`src/stable_priority_queue_insert_defines.svh`:
```
// ----------------------------------------------------------------------------
// stable_priority_queue_insert_defines
// Assertion macros used by the priority queue RTL.
// ----------------------------------------------------------------------------
`ifndef STABLE_PRIORITY_QUEUE_INSERT_DEFINES_SVH
`define STABLE_PRIORITY_QUEUE_INSERT_DEFINES_SVH

`ifndef NO_ASSERTIONS
// check with reset masked
`define SPQ_ASSERT(name, prop, msg) \
  name: assert property (@(posedge clk_i) disable iff (!rst_ni) prop) else $error(msg);
// check that also runs during reset
`define SPQ_ASSERT_ALWAYS(name, prop, msg) \
  name: assert property (@(posedge clk_i) prop) else $error(msg);
`else
`define SPQ_ASSERT(name, prop, msg)
`define SPQ_ASSERT_ALWAYS(name, prop, msg)
`endif

`endif

```
`src/spq_pkg.sv`:
```
// ----------------------------------------------------------------------------
// spq_pkg
// Types and constants of the stable priority queue.
// ----------------------------------------------------------------------------
`timescale 1ns / 1ps

package spq_pkg;

  // queue size and derived widths
  localparam int QUEUE_DEPTH = 16;
  localparam int CNT_W       = $clog2(QUEUE_DEPTH + 1);
  localparam int IDX_W       = $clog2(QUEUE_DEPTH);
  localparam int PRIO_W      = 8;
  localparam int TAG_W       = 16;
  localparam int STATUS_W    = 2;

  // result status codes
  localparam logic [STATUS_W-1:0] STATUS_OK    = 2'd0;
  localparam logic [STATUS_W-1:0] STATUS_EMPTY = 2'd1;
  localparam logic [STATUS_W-1:0] STATUS_FULL  = 2'd2;

  // request codes
  localparam logic REQ_INSERT  = 1'b0;
  localparam logic REQ_READOUT = 1'b1;

  // controller states
  typedef enum logic {
    ST_IDLE,
    ST_READ
  } state_e;

  // command broadcast along the cell chain
  typedef struct packed {
    logic              insert;
    logic              rotate;
    logic [PRIO_W-1:0] prio;
    logic [TAG_W-1:0]  tag;
  } chain_cmd_t;

endpackage

```
`src/stable_priority_queue_insert.sv`:
```
// ----------------------------------------------------------------------------
// stable_priority_queue_insert
// Stable sorted-insertion priority queue built as a chain of entry cells.
// ----------------------------------------------------------------------------
// On an insert request every cell compares its entry with the
// new priority at once and the chain shifts, so inserts can be accepted on
// consecutive cycles while results are taken. Each insert returns one word
// echoing the entry, with status full when the queue already holds
// QUEUE_DEPTH entries (the entry is then dropped). A readout of n stored
// entries gives no word for the request itself, then one word per cycle while
// results are taken, as the valid part of the chain rotates through the head
// cell; the queue is unchanged afterwards. No request is taken while a readout
// streams. A readout of an empty queue gives one word with status empty.
`timescale 1ns / 1ps

module stable_priority_queue_insert (
  input  logic                          clk_i,
  input  logic                          rst_ni,
  input  logic                          in_valid_i,
  output logic                          in_stall_o,
  input  logic                          req_type_i,
  input  logic [spq_pkg::PRIO_W-1:0]    item_priority_i,
  input  logic [spq_pkg::TAG_W-1:0]     item_tag_i,
  output logic                          out_valid_o,
  input  logic                          out_stall_i,
  output logic [spq_pkg::PRIO_W-1:0]    out_priority_o,
  output logic [spq_pkg::TAG_W-1:0]     out_tag_o,
  output logic [spq_pkg::STATUS_W-1:0]  status_o,
  output logic                          last_o
);
  import spq_pkg::*;

  chain_cmd_t        cmd;
  logic [CNT_W-1:0]  cnt;
  logic [PRIO_W-1:0] prio_w [QUEUE_DEPTH];
  logic [TAG_W-1:0]  tag_w  [QUEUE_DEPTH];
  logic              keep_w [QUEUE_DEPTH];
  logic              valid_w [QUEUE_DEPTH];

  // sequencing and output register
  spq_ctrl u_ctrl (
    .clk_i          (clk_i),
    .rst_ni         (rst_ni),
    .in_valid_i     (in_valid_i),
    .in_stall_o     (in_stall_o),
    .req_type_i     (req_type_i),
    .item_priority_i(item_priority_i),
    .item_tag_i     (item_tag_i),
    .out_valid_o    (out_valid_o),
    .out_stall_i    (out_stall_i),
    .out_priority_o (out_priority_o),
    .out_tag_o      (out_tag_o),
    .status_o       (status_o),
    .last_o         (last_o),
    .head_prio_i    (prio_w[0]),
    .head_tag_i     (tag_w[0]),
    .cmd_o          (cmd),
    .cnt_o          (cnt)
  );

  // cell chain
  for (genvar i = 0; i < QUEUE_DEPTH; i++) begin : g_cell
    logic              keep_left;
    logic              next_valid;
    logic [PRIO_W-1:0] left_prio, right_prio;
    logic [TAG_W-1:0]  left_tag, right_tag;

    // occupied slots form a run from the head
    assign valid_w[i] = (CNT_W'(i) < cnt);

    if (i == 0) begin : g_head
      assign keep_left = 1'b1;
      assign left_prio = prio_w[0];
      assign left_tag  = tag_w[0];
    end else begin : g_body
      assign keep_left = keep_w[i-1];
      assign left_prio = prio_w[i-1];
      assign left_tag  = tag_w[i-1];
    end

    if (i == QUEUE_DEPTH - 1) begin : g_tail
      assign next_valid = 1'b0;
      assign right_prio = prio_w[0];
      assign right_tag  = tag_w[0];
    end else begin : g_mid
      assign next_valid = valid_w[i+1];
      assign right_prio = prio_w[i+1];
      assign right_tag  = tag_w[i+1];
    end

    spq_cell u_cell (
      .clk_i       (clk_i),
      .cmd_i       (cmd),
      .valid_i     (valid_w[i]),
      .next_valid_i(next_valid),
      .keep_left_i (keep_left),
      .left_prio_i (left_prio),
      .left_tag_i  (left_tag),
      .right_prio_i(right_prio),
      .right_tag_i (right_tag),
      .head_prio_i (prio_w[0]),
      .head_tag_i  (tag_w[0]),
      .prio_o      (prio_w[i]),
      .tag_o       (tag_w[i]),
      .keep_o      (keep_w[i])
    );
  end

endmodule

```
`src/spq_cell.sv`:
```
// ----------------------------------------------------------------------------
// spq_cell
// One slot of the sorted chain: holds an entry, shifts right on insert and
// rotates left during readout.
// ----------------------------------------------------------------------------
`timescale 1ns / 1ps

module spq_cell (
  input  logic                      clk_i,
  input  spq_pkg::chain_cmd_t       cmd_i,
  input  logic                      valid_i,
  input  logic                      next_valid_i,
  input  logic                      keep_left_i,
  input  logic [spq_pkg::PRIO_W-1:0] left_prio_i,
  input  logic [spq_pkg::TAG_W-1:0]  left_tag_i,
  input  logic [spq_pkg::PRIO_W-1:0] right_prio_i,
  input  logic [spq_pkg::TAG_W-1:0]  right_tag_i,
  input  logic [spq_pkg::PRIO_W-1:0] head_prio_i,
  input  logic [spq_pkg::TAG_W-1:0]  head_tag_i,
  output logic [spq_pkg::PRIO_W-1:0] prio_o,
  output logic [spq_pkg::TAG_W-1:0]  tag_o,
  output logic                      keep_o
);
  import spq_pkg::*;

  logic [PRIO_W-1:0] prio_q, prio_d;
  logic [TAG_W-1:0]  tag_q, tag_d;
  logic              keep;

  // entry stays ahead of the new one when its priority is equal or higher
  assign keep = valid_i && (prio_q >= cmd_i.prio);

  // next content of the slot
  always_comb begin
    prio_d = prio_q;
    tag_d  = tag_q;
    if (cmd_i.insert && !keep) begin
      if (keep_left_i) begin
        prio_d = cmd_i.prio;
        tag_d  = cmd_i.tag;
      end else begin
        prio_d = left_prio_i;
        tag_d  = left_tag_i;
      end
    end else if (cmd_i.rotate) begin
      // head entry wraps around to the tail of the valid run
      if (next_valid_i) begin
        prio_d = right_prio_i;
        tag_d  = right_tag_i;
      end else begin
        prio_d = head_prio_i;
        tag_d  = head_tag_i;
      end
    end
  end

  // entry storage
  always_ff @(posedge clk_i) begin
    prio_q <= prio_d;
    tag_q  <= tag_d;
  end

  assign prio_o = prio_q;
  assign tag_o  = tag_q;
  assign keep_o = keep;

endmodule

```
`src/spq_ctrl.sv`:
```
// ----------------------------------------------------------------------------
// spq_ctrl
// Request handshake, entry count, readout sequencing and output register.
// ----------------------------------------------------------------------------
`timescale 1ns / 1ps
`include "stable_priority_queue_insert_defines.svh"

module spq_ctrl (
  input  logic                          clk_i,
  input  logic                          rst_ni,
  input  logic                          in_valid_i,
  output logic                          in_stall_o,
  input  logic                          req_type_i,
  input  logic [spq_pkg::PRIO_W-1:0]    item_priority_i,
  input  logic [spq_pkg::TAG_W-1:0]     item_tag_i,
  output logic                          out_valid_o,
  input  logic                          out_stall_i,
  output logic [spq_pkg::PRIO_W-1:0]    out_priority_o,
  output logic [spq_pkg::TAG_W-1:0]     out_tag_o,
  output logic [spq_pkg::STATUS_W-1:0]  status_o,
  output logic                          last_o,
  input  logic [spq_pkg::PRIO_W-1:0]    head_prio_i,
  input  logic [spq_pkg::TAG_W-1:0]     head_tag_i,
  output spq_pkg::chain_cmd_t           cmd_o,
  output logic [spq_pkg::CNT_W-1:0]     cnt_o
);
  import spq_pkg::*;

  state_e              state_q, state_d;
  logic [CNT_W-1:0]    cnt_q, cnt_d;
  logic [IDX_W-1:0]    rd_q, rd_d;
  logic                out_valid_q, out_valid_d;
  logic [PRIO_W-1:0]   out_prio_q, out_prio_d;
  logic [TAG_W-1:0]    out_tag_q, out_tag_d;
  logic [STATUS_W-1:0] status_q, status_d;
  logic                last_q, last_d;

  logic out_free;
  logic accept;
  logic full;
  logic rd_last;

  // handshake and status terms
  assign out_free   = !out_valid_q || !out_stall_i;
  assign in_stall_o = !((state_q == ST_IDLE) && out_free);
  assign accept     = in_valid_i && !in_stall_o;
  assign full       = (cnt_q == CNT_W'(QUEUE_DEPTH));
  assign rd_last    = ((CNT_W'(rd_q) + CNT_W'(1)) == cnt_q);

  // next state
  always_comb begin
    state_d = state_q;
    unique case (state_q)
      ST_IDLE: begin
        if (accept && (req_type_i == REQ_READOUT) && (cnt_q != '0)) begin
          state_d = ST_READ;
        end
      end
      ST_READ: begin
        if (out_free && rd_last) begin
          state_d = ST_IDLE;
        end
      end
      default: state_d = ST_IDLE;
    endcase
  end

  // chain command, count, read index and output word
  always_comb begin
    cmd_o.insert = accept && (req_type_i == REQ_INSERT) && !full;
    cmd_o.rotate = (state_q == ST_READ) && out_free;
    cmd_o.prio   = item_priority_i;
    cmd_o.tag    = item_tag_i;

    cnt_d       = cnt_q;
    rd_d        = rd_q;
    out_valid_d = out_valid_q;
    out_prio_d  = out_prio_q;
    out_tag_d   = out_tag_q;
    status_d    = status_q;
    last_d      = last_q;

    if (cmd_o.insert) begin
      cnt_d = cnt_q + CNT_W'(1);
    end

    if (accept) begin
      out_valid_d = 1'b1;
      last_d      = 1'b1;
      if (req_type_i == REQ_INSERT) begin
        out_prio_d = item_priority_i;
        out_tag_d  = item_tag_i;
        status_d   = full ? STATUS_FULL : STATUS_OK;
      end else begin
        out_prio_d = '0;
        out_tag_d  = '0;
        status_d   = (cnt_q == '0) ? STATUS_EMPTY : STATUS_OK;
        // a non-empty readout is streamed from the head cell
        out_valid_d = (cnt_q == '0);
        rd_d        = '0;
      end
    end else if (cmd_o.rotate) begin
      out_valid_d = 1'b1;
      out_prio_d  = head_prio_i;
      out_tag_d   = head_tag_i;
      status_d    = STATUS_OK;
      last_d      = rd_last;
      rd_d        = rd_last ? '0 : rd_q + IDX_W'(1);
    end else if (!out_stall_i) begin
      out_valid_d = 1'b0;
    end
  end

  // control registers
  always_ff @(posedge clk_i or negedge rst_ni) begin
    if (!rst_ni) begin
      state_q     <= ST_IDLE;
      cnt_q       <= '0;
      rd_q        <= '0;
      out_valid_q <= 1'b0;
    end else begin
      state_q     <= state_d;
      cnt_q       <= cnt_d;
      rd_q        <= rd_d;
      out_valid_q <= out_valid_d;
    end
  end

  // output payload
  always_ff @(posedge clk_i) begin
    out_prio_q <= out_prio_d;
    out_tag_q  <= out_tag_d;
    status_q   <= status_d;
    last_q     <= last_d;
  end

  assign out_valid_o    = out_valid_q;
  assign out_priority_o = out_prio_q;
  assign out_tag_o      = out_tag_q;
  assign status_o       = status_q;
  assign last_o         = last_q;
  assign cnt_o          = cnt_q;

  // checks
  `SPQ_ASSERT(a_cnt_bound, cnt_q <= CNT_W'(QUEUE_DEPTH), "entry count above depth")
  `SPQ_ASSERT(a_read_nonempty, (state_q == ST_READ) |-> (CNT_W'(rd_q) < cnt_q), "read index past count")
  `SPQ_ASSERT(a_read_cnt_hold, (state_q == ST_READ) |=> (cnt_q == $past(cnt_q)), "count moved in readout")
  `SPQ_ASSERT(a_insert_grows, (accept && (req_type_i == REQ_INSERT) && !full) |=> (cnt_q == $past(cnt_q) + CNT_W'(1)), "insert lost")
  `SPQ_ASSERT(a_no_overrun, (out_valid_q && out_stall_i) |-> !accept, "request taken over held word")

endmodule
```
`config.mk`:
```
export PLATFORM = sky130hd
export DESIGN_NAME = stable_priority_queue_insert
export DESIGN_NICKNAME = d
export VERILOG_FILES = /design/src/spq_pkg.sv /design/src/stable_priority_queue_insert.sv /design/src/spq_cell.sv /design/src/spq_ctrl.sv
export VERILOG_INCLUDE_DIRS = /design/src /design/src/src
export SDC_FILE = /design/constraint.sdc
export NUM_CORES = 1
export LEC_CHECK = 0
export ABC_CLOCK_PERIOD_IN_PS = 7400
export BUFFER_PORTS_ARGS = -buffer_cell sky130_fd_sc_hd__buf_2
export CELL_PAD_IN_SITES_DETAIL_PLACEMENT = 1
export CELL_PAD_IN_SITES_GLOBAL_PLACEMENT = 2
export CORE_ASPECT_RATIO = 2
export CORE_MARGIN = 8
export CORE_UTILIZATION = 48
export DETAILED_ROUTE_END_ITERATION = 7
export PLACE_DENSITY_LB_ADDON = 0.05
export SKIP_LAST_GASP = 1
export SLEW_MARGIN = 40
export SYNTH_ARGS = -nofsm -noshare
export SYNTH_HDL_FRONTEND = slang
export SYNTH_SLANG_ARGS = --single-unit
```
`constraint.sdc`:
```
create_clock -name clk_i -period 7.4 [get_ports clk_i]
set_input_delay 0.74 -clock clk_i [delete_from_list [all_inputs] [get_ports clk_i]]
set_output_delay 0.74 -clock clk_i [all_outputs]
set_load 0.01 [all_outputs]
```
==> metrics.txt, run 1 <==
Clock power frac=between 10% and 20%; Simple-Gate Fraction of Synth Area=5.40%; Comb pwr share=between 40 and 50%; Hold Buf Count CTS=0; largest family of logic cells by synthesized area=multiplexers; top cells by count, synth=mux2i_1 (817), edfxtp_1 (410), nand2_1 (202); Period Utilization, post-route=58.1%; Mapped Area=0.0278 mm^2; chip width=186 um; final worst slack=3.10 ns; Starting Density=about half; setup tns final=0 ns; critical path data required time=7.64 ns; Multi-input gate area=0.0145 mm^2; initial antenna violation count=0; H-tree depth reported by CTS=2; Die Ht=357 um; Slew HR=40.0%; Setup WS pre-CTS=2.58 ns; VDD IR max=274 uV; placeable core area=0.0577 mm^2; Tot GR Track Use=27.9%; initial drt markers=1,166; Pre-antenna DRT Iters=5; root buffer cell=clkbuf_16; vias per inst=roughly 6.3; WL/cell=30.8 um; Worst setup SP type=input pin; Post-synth EDFFs=410; most frequent cell after synthesis=mux2i_1; Critical Path End Type=flop; Worst path most repeated cell=buf_4; Critical Path AT=4.54 ns; total chip power=15.5 mW; post-cts resize count=0; top cells by area, synth=edfxtp_1 (44%), mux2i_1 (29%), ha_1 (5.9%); placed insts=roughly 3,000; net count reported at finish=roughly 2,400; Sw Ratio=between 40 and 50%; yosys warns=0; Detail Route Antenna Nets=0; slowest cell on the critical path=buf_2; type of the worst min-delay path=input pin to asynchronous set/reset pin; Leakage Power=around 14 nW; post-synthesis adder-cell area fraction=~5.9%; Cell Count, Final, Fillers Out=3,076; post-CTS setup buffers=0; Slew Limit Fails=0; clock period minus worst slack=4.30 ns; critical path launch point=item_priority_i[1]; largest net degree at the start of global routing=50; FF-to-FF Start=u_ctrl.cnt_o[0]; DRC=0; Min Hold Slack=0.0455 ns; total length of routed wires=94,600 um; max frequency=roughly 0.23 GHz; Worst Path Class, Setup=input pin to flop; CTS max path bufs=3; RSZ-0062 raised after global routing=false; PortBufs=between 50 and 60; diode count=0; PD cells=slightly above 500 mW/mm^2; Worst Max-Slew Pin Slew=0.900 ns; HPWL after DPL=66,000 um; CTS tree=yes; critical path peak fanout=24; top cell type's share of synthesized area=approximately 44%; post-synthesis mux area share=between 30% and 40%; Register Area=0.0126 mm^2; Int Power=8.91 mW; layout cells sized above 1=approximately 14%; ys async rst share=2.61%; Layout area overhead=9.81%; vias in the first global route=roughly 21,000; clock skew=0.0144 ns; post-synthesis compound-gate area fraction=roughly 6.4%; Primary FF master, synth=edfxtp_1; Net Sw Power=6.58 mW; GP Congestion=0.934; syn_nets=2,456; Via Count=19,400; CTS sink cnt=422; first-pass GRT wire length=140,000 um; status=finished clean; Filler cells=5,876; max-cap check violation count=0; clk_lat worst skew=0.59 ns; post-synthesis cell type count=67; Boundary Pins=between 50 and 60; Post-Syn Instances=2,296; FF+latch count, synth=422; die area=0.0664 mm^2; CTS buffer count=43; Final setup viols=0; critical-path cell list=buf_2 > inv_1 > buf_4 > ha_1 > a211o_1 > a21oi_1 > nand2b_1 > and2_1 > buf_4 > a21o_1 > buf_4; Seq pwr share=~37%; final hold vios=0; post-synthesis sequential area ratio=45.3%; Max stage delay on crit path=0.50 ns; CTS clock-pin slew for the worst setup and hold paths=0.07 ns; xor/xnor share of the synthesized area=0.283%; Overflow after GRT=0; site row count=125; cell taking the most area after synthesis=edfxtp_1; Syn Area/Cell=12.1 um^2
## kinds of logic after synthesis
| family | count (synthesis) |
|---|---|
| mux | 904 |
| fa+ha+maj | 131 |
| simple gates | 331 |
| flops | 422 |
| compound gates | 264 |
| buf+inv | 235 |
| xor+xnor | 9 |
## flip-flops by register name, summed over array words and instances, names as in the netlist
signal,count
u_ctrl.rd_q,4
g_cell.u_cell.tag_o,256
u_ctrl.cnt_o,5
u_ctrl.out_priority_o,8
u_ctrl.state_q,1
g_cell.u_cell.prio_o,128
u_ctrl.out_tag_o,16
u_ctrl.last_o,1
u_ctrl.out_valid_o,1
u_ctrl.status_o,2
## worst max-delay path, delay by kind of cell
family	cells	cell delay (ns)
buffers and inverters	5	1.98
adder cells (fa/ha/maj)	1	0.32
AO/OA/AOI/OAI	3	0.84
AND/OR/NAND/NOR	2	0.60
## final timing paths
kind | slack [ns] | to | cells past startpoint
max | 3.10 | g_cell[0].u_cell.tag_o[11] | 11
min | 0.05 | u_ctrl.cnt_o[2] | 1
max reg2reg | 3.33 | g_cell[0].u_cell.tag_o[11] | 9
min reg2reg | 0.46 | u_ctrl.last_o | 1
max in group asynchronous | 7.08 | u_ctrl.cnt_o[4] | 1
min in group clk_i | 0.43 | u_ctrl.out_valid_o | 3
## cell usage in the layout, fill, tap and decap left out, types with 44 or more instances in the layout
cell / instances
buf_4: 75
mux2_2: 67
mux2i_1: 817
nand2_1: 195
edfxtp_1: 410
buf_2: 57
a21oi_1: 74
o21ai_0: 66
clkbuf_16: 44
ha_1: 131
## routing by layer
layer | part of all wire (%) | global-route usage [%]
met1 | 41 | 33.6
met2 | 50 | 49.7
met3 | 3.8 | 2.85
met4 | 4.4 | 12.5
met5 | 0 | 0
## power groups by stage
stage          Combinational, mW  Sequential (mW)  Clock [mW]
6_report                    7.46             5.74        2.29
5_1_grt                     8.00             5.85        2.40
4_1_cts                     7.46             5.72        2.34
3_5_place_dp                7.42             5.74           0
3_3_place_gp                7.14             5.72           0
2_1_floorplan               5.14             5.21           0
## cell type report
class                      instances  share of cell area, %
tap                              762                   3.12
multi-input combinational       1639                   47.3
sequential                       422                   41.2
clock inverter                    26                  0.872
timing repair buffer             142                   3.40
inverter                          33                  0.405
clock buffer                      52                   3.70
## through the flow
step	utilization (%)	cell area, um^2
finish	53.0	30600
global route	53.0	30600
CTS	53.0	30600
detailed placement	50.5	29200
global placement	50.2	29000
floorplan	-	27800
Power figures use the tool's default switching activity.
==> inputs of run 2 (changes only) <==
--- a/config.mk
+++ b/config.mk
@@ -6,13 +6,13 @@
 export SDC_FILE = /design/constraint.sdc
 export NUM_CORES = 1
 export LEC_CHECK = 0
-export ABC_CLOCK_PERIOD_IN_PS = 7400
+export ABC_CLOCK_PERIOD_IN_PS = 4400
 export BUFFER_PORTS_ARGS = -buffer_cell sky130_fd_sc_hd__buf_2
 export CELL_PAD_IN_SITES_DETAIL_PLACEMENT = 1
 export CELL_PAD_IN_SITES_GLOBAL_PLACEMENT = 2
 export CORE_ASPECT_RATIO = 2
 export CORE_MARGIN = 8
-export CORE_UTILIZATION = 48
+export CORE_UTILIZATION = 45
 export DETAILED_ROUTE_END_ITERATION = 7
 export PLACE_DENSITY_LB_ADDON = 0.05
 export SKIP_LAST_GASP = 1
==> constraint.sdc (replaced) <==
create_clock -name clk_i -period 4.4 [get_ports clk_i]
set_input_delay 0.44 -clock clk_i [delete_from_list [all_inputs] [get_ports clk_i]]
set_output_delay 0.44 -clock clk_i [all_outputs]
set_load 0.01 [all_outputs]
==> metrics.txt, run 2 (synthesis gave the netlist of run 1 again) <==
setup tns final=0 ns (unchanged); Via Count=19,500 (+0.90%); vias in the first global route=21,200 (+1.9%); Leakage Power=13.9 nW (+1.9%); Boundary Pins=58 (unchanged); vias per inst=6.21 (-1.4%); Worst path most repeated cell=buf_4; Largest register FFs=256 (unchanged); status=finished clean; final hold vios=0 (unchanged); max frequency=~0.29 GHz; largest net degree at the start of global routing=50 (unchanged); slowest cell on the critical path=nor4bb_1; GP Congestion=0.823 (-12%); Die Ht=368 um (+3.1%); Critical Path AT=3.75 ns (-0.79 ns); CTS tree=yes; site row count=129 (+3.2%); clock skew=0.0180 ns (+0.00361 ns); cell family with most CP delay=buffers and inverters; RSZ-0062 raised after global routing=false; critical path peak fanout=25 (+4.2%); Starting Density=45.3% (-3.0 points); H-tree depth reported by CTS=2 (unchanged); Critical Path End Type=flop; Worst Path Class, Setup=flop to flop; Period Utilization, post-route=77.8%; layout cells sized above 1=15.4% (+1.1 points); Overflow after GRT=0 (unchanged); WL/cell=31.7 um (+3.0%); Slew Limit Fails=0 (unchanged); Filler cells=6,301 (+7.2%); net count reported at finish=2,487 (+1.9%); clock period minus worst slack=3.43 ns; Worst setup SP type=flop; Setup WS pre-CTS=0.669 ns (-1.91 ns); critical path data required time=4.73 ns (-2.91 ns); Final setup viols=0 (unchanged); Max stage delay on crit path=0.60 ns (+0.10 ns); initial drt markers=1,091 (-6.4%); placeable core area=0.0615 mm^2 (+6.6%); first-pass GRT wire length=147,000 um (+4.7%); worst reg2reg setup slack=0.97 ns (-2.36 ns); Tot GR Track Use=28.1% (+0.22 points); chip width=192 um (+3.0%); HPWL after DPL=70,300 um (+6.4%); VDD IR max=476 uV (+74%); most frequent cells in the layout=mux2i_1 (817), edfxtp_1 (410), nand2_1 (200), ha_1 (131), buf_4 (101); CTS max path bufs=3 (unchanged); DRC=0 (unchanged); final worst slack=0.975 ns (-2.12 ns); total length of routed wires=99,800 um (+5.5%); PortBufs=57 (unchanged); PD cells=850 mW/mm^2 (+68%); most common cell after layout, fill and taps aside=mux2i_1; CTS sink cnt=422 (unchanged); Detail Route Antenna Nets=0 (unchanged); max-cap check violation count=0 (unchanged); die area=0.0706 mm^2 (+6.2%); CTS clock-pin slew for the worst setup and hold paths=0.06 ns (about the same); clk_lat worst skew=0.58 ns (about the same); type of the worst min-delay path=input pin to flop; CP Buf/Inv Count=4 (-1); Layout area overhead=11.5%; Min Hold Slack=0.138 ns (+0.0928 ns); Pre-antenna DRT Iters=5 (unchanged); root buffer cell=clkbuf_16; CTS buffer count=44 (+2.3%); critical-path cell list=inv_1 > ha_1 > nor4bb_1 > nor4b_4 > buf_12 > a31oi_2 > buf_4 > a21oi_2 > buf_4 > a221o_1; Slew HR=42.6% (+2.6 points); Worst Max-Slew Pin Slew=0.859 ns (-0.0413 ns); initial antenna violation count=2 (+2)
run 2: cell count changes in the layout (fill, tap and decap cells not counted), sizes merged, moves of 2 or more:
cell / previous run / this run
buf: 142 / 186
bufinv: 5 / 3
clkbuf: 52 / 60
clkinv: 19 / 14
diode: 0 / 2
inv: 33 / 35
run 2: metal layers:
metal  wire, um  GRT usage (%)
met1      40900           34.3
met2      51100           50.0
met3       3710           2.50
met4       4140           10.9
met5          0              0
run 2: timing repair:
action | in CTS | in global routing
endpoints found under the hold margin | 11 | 0
hold buffers | 1 | 0
buffers inserted | 0 | 0
resized for setup | 0 | 0
run 2: final cells by class:
class                   count  area [um^2]  area share (%)
diodes                      2         5.00          0.0161
clock buffers              60         1190            3.84
clock inverters            20          180           0.580
inverters                  33          125           0.403
multi-input cells        1639        14400            46.4
flip-flops and latches    422        12600            40.6
well taps                 786          983            3.17
repair buffers            187         1530            4.94
run 2: metrics by stage:
stage               std cells  util [%]  area [um^2]  power [mW]
CTS                      3145      50.4        31000        26.4
detailed placement       3064      48.2        29600        22.5
global placement         3051      47.9        29400        22.0
floorplan                2296         -        27800        17.4
finish                   3149      50.5        31000        26.4
global route             3147      50.5        31000        27.8
run 2: worst register-to-register path: cells and delay by family, from the launching register on:
family | cells | cell delay, ns
flops | 1 | 0.55
compound gates | 3 | 0.68
buf+inv | 4 | 1.00
fa+ha+maj | 1 | 0.23
simple gates | 2 | 0.72
run 2: report_power, final:
| part | internal, mW | leakage (nW) | switching [mW] | total (mW) |
|---|---|---|---|---|
| logic | 5.30 | 9.12 | 7.65 | 13.0 |
| registers | 7.79 | 4.08 | 1.86 | 9.65 |
| clock network | 2.08 | 0.669 | 1.71 | 3.79 |
| total | 15.2 | 13.9 | 11.2 | 26.4 |
run 2: worst paths after layout:
path | from | to | cells after the start
worst min-delay path | in_valid_i | u_ctrl.out_valid_o | 3
max in group asynchronous | rst_ni | u_ctrl.cnt_o[4] | 2
worst max-delay path | u_ctrl.cnt_o[0] | g_cell[1].u_cell.tag_o[10] | 10
worst max register to register | u_ctrl.cnt_o[0] | g_cell[1].u_cell.tag_o[10] | 10
worst min register to register | u_ctrl.last_o | u_ctrl.last_o | 1
min in group asynchronous | rst_ni | u_ctrl.out_valid_o | 2
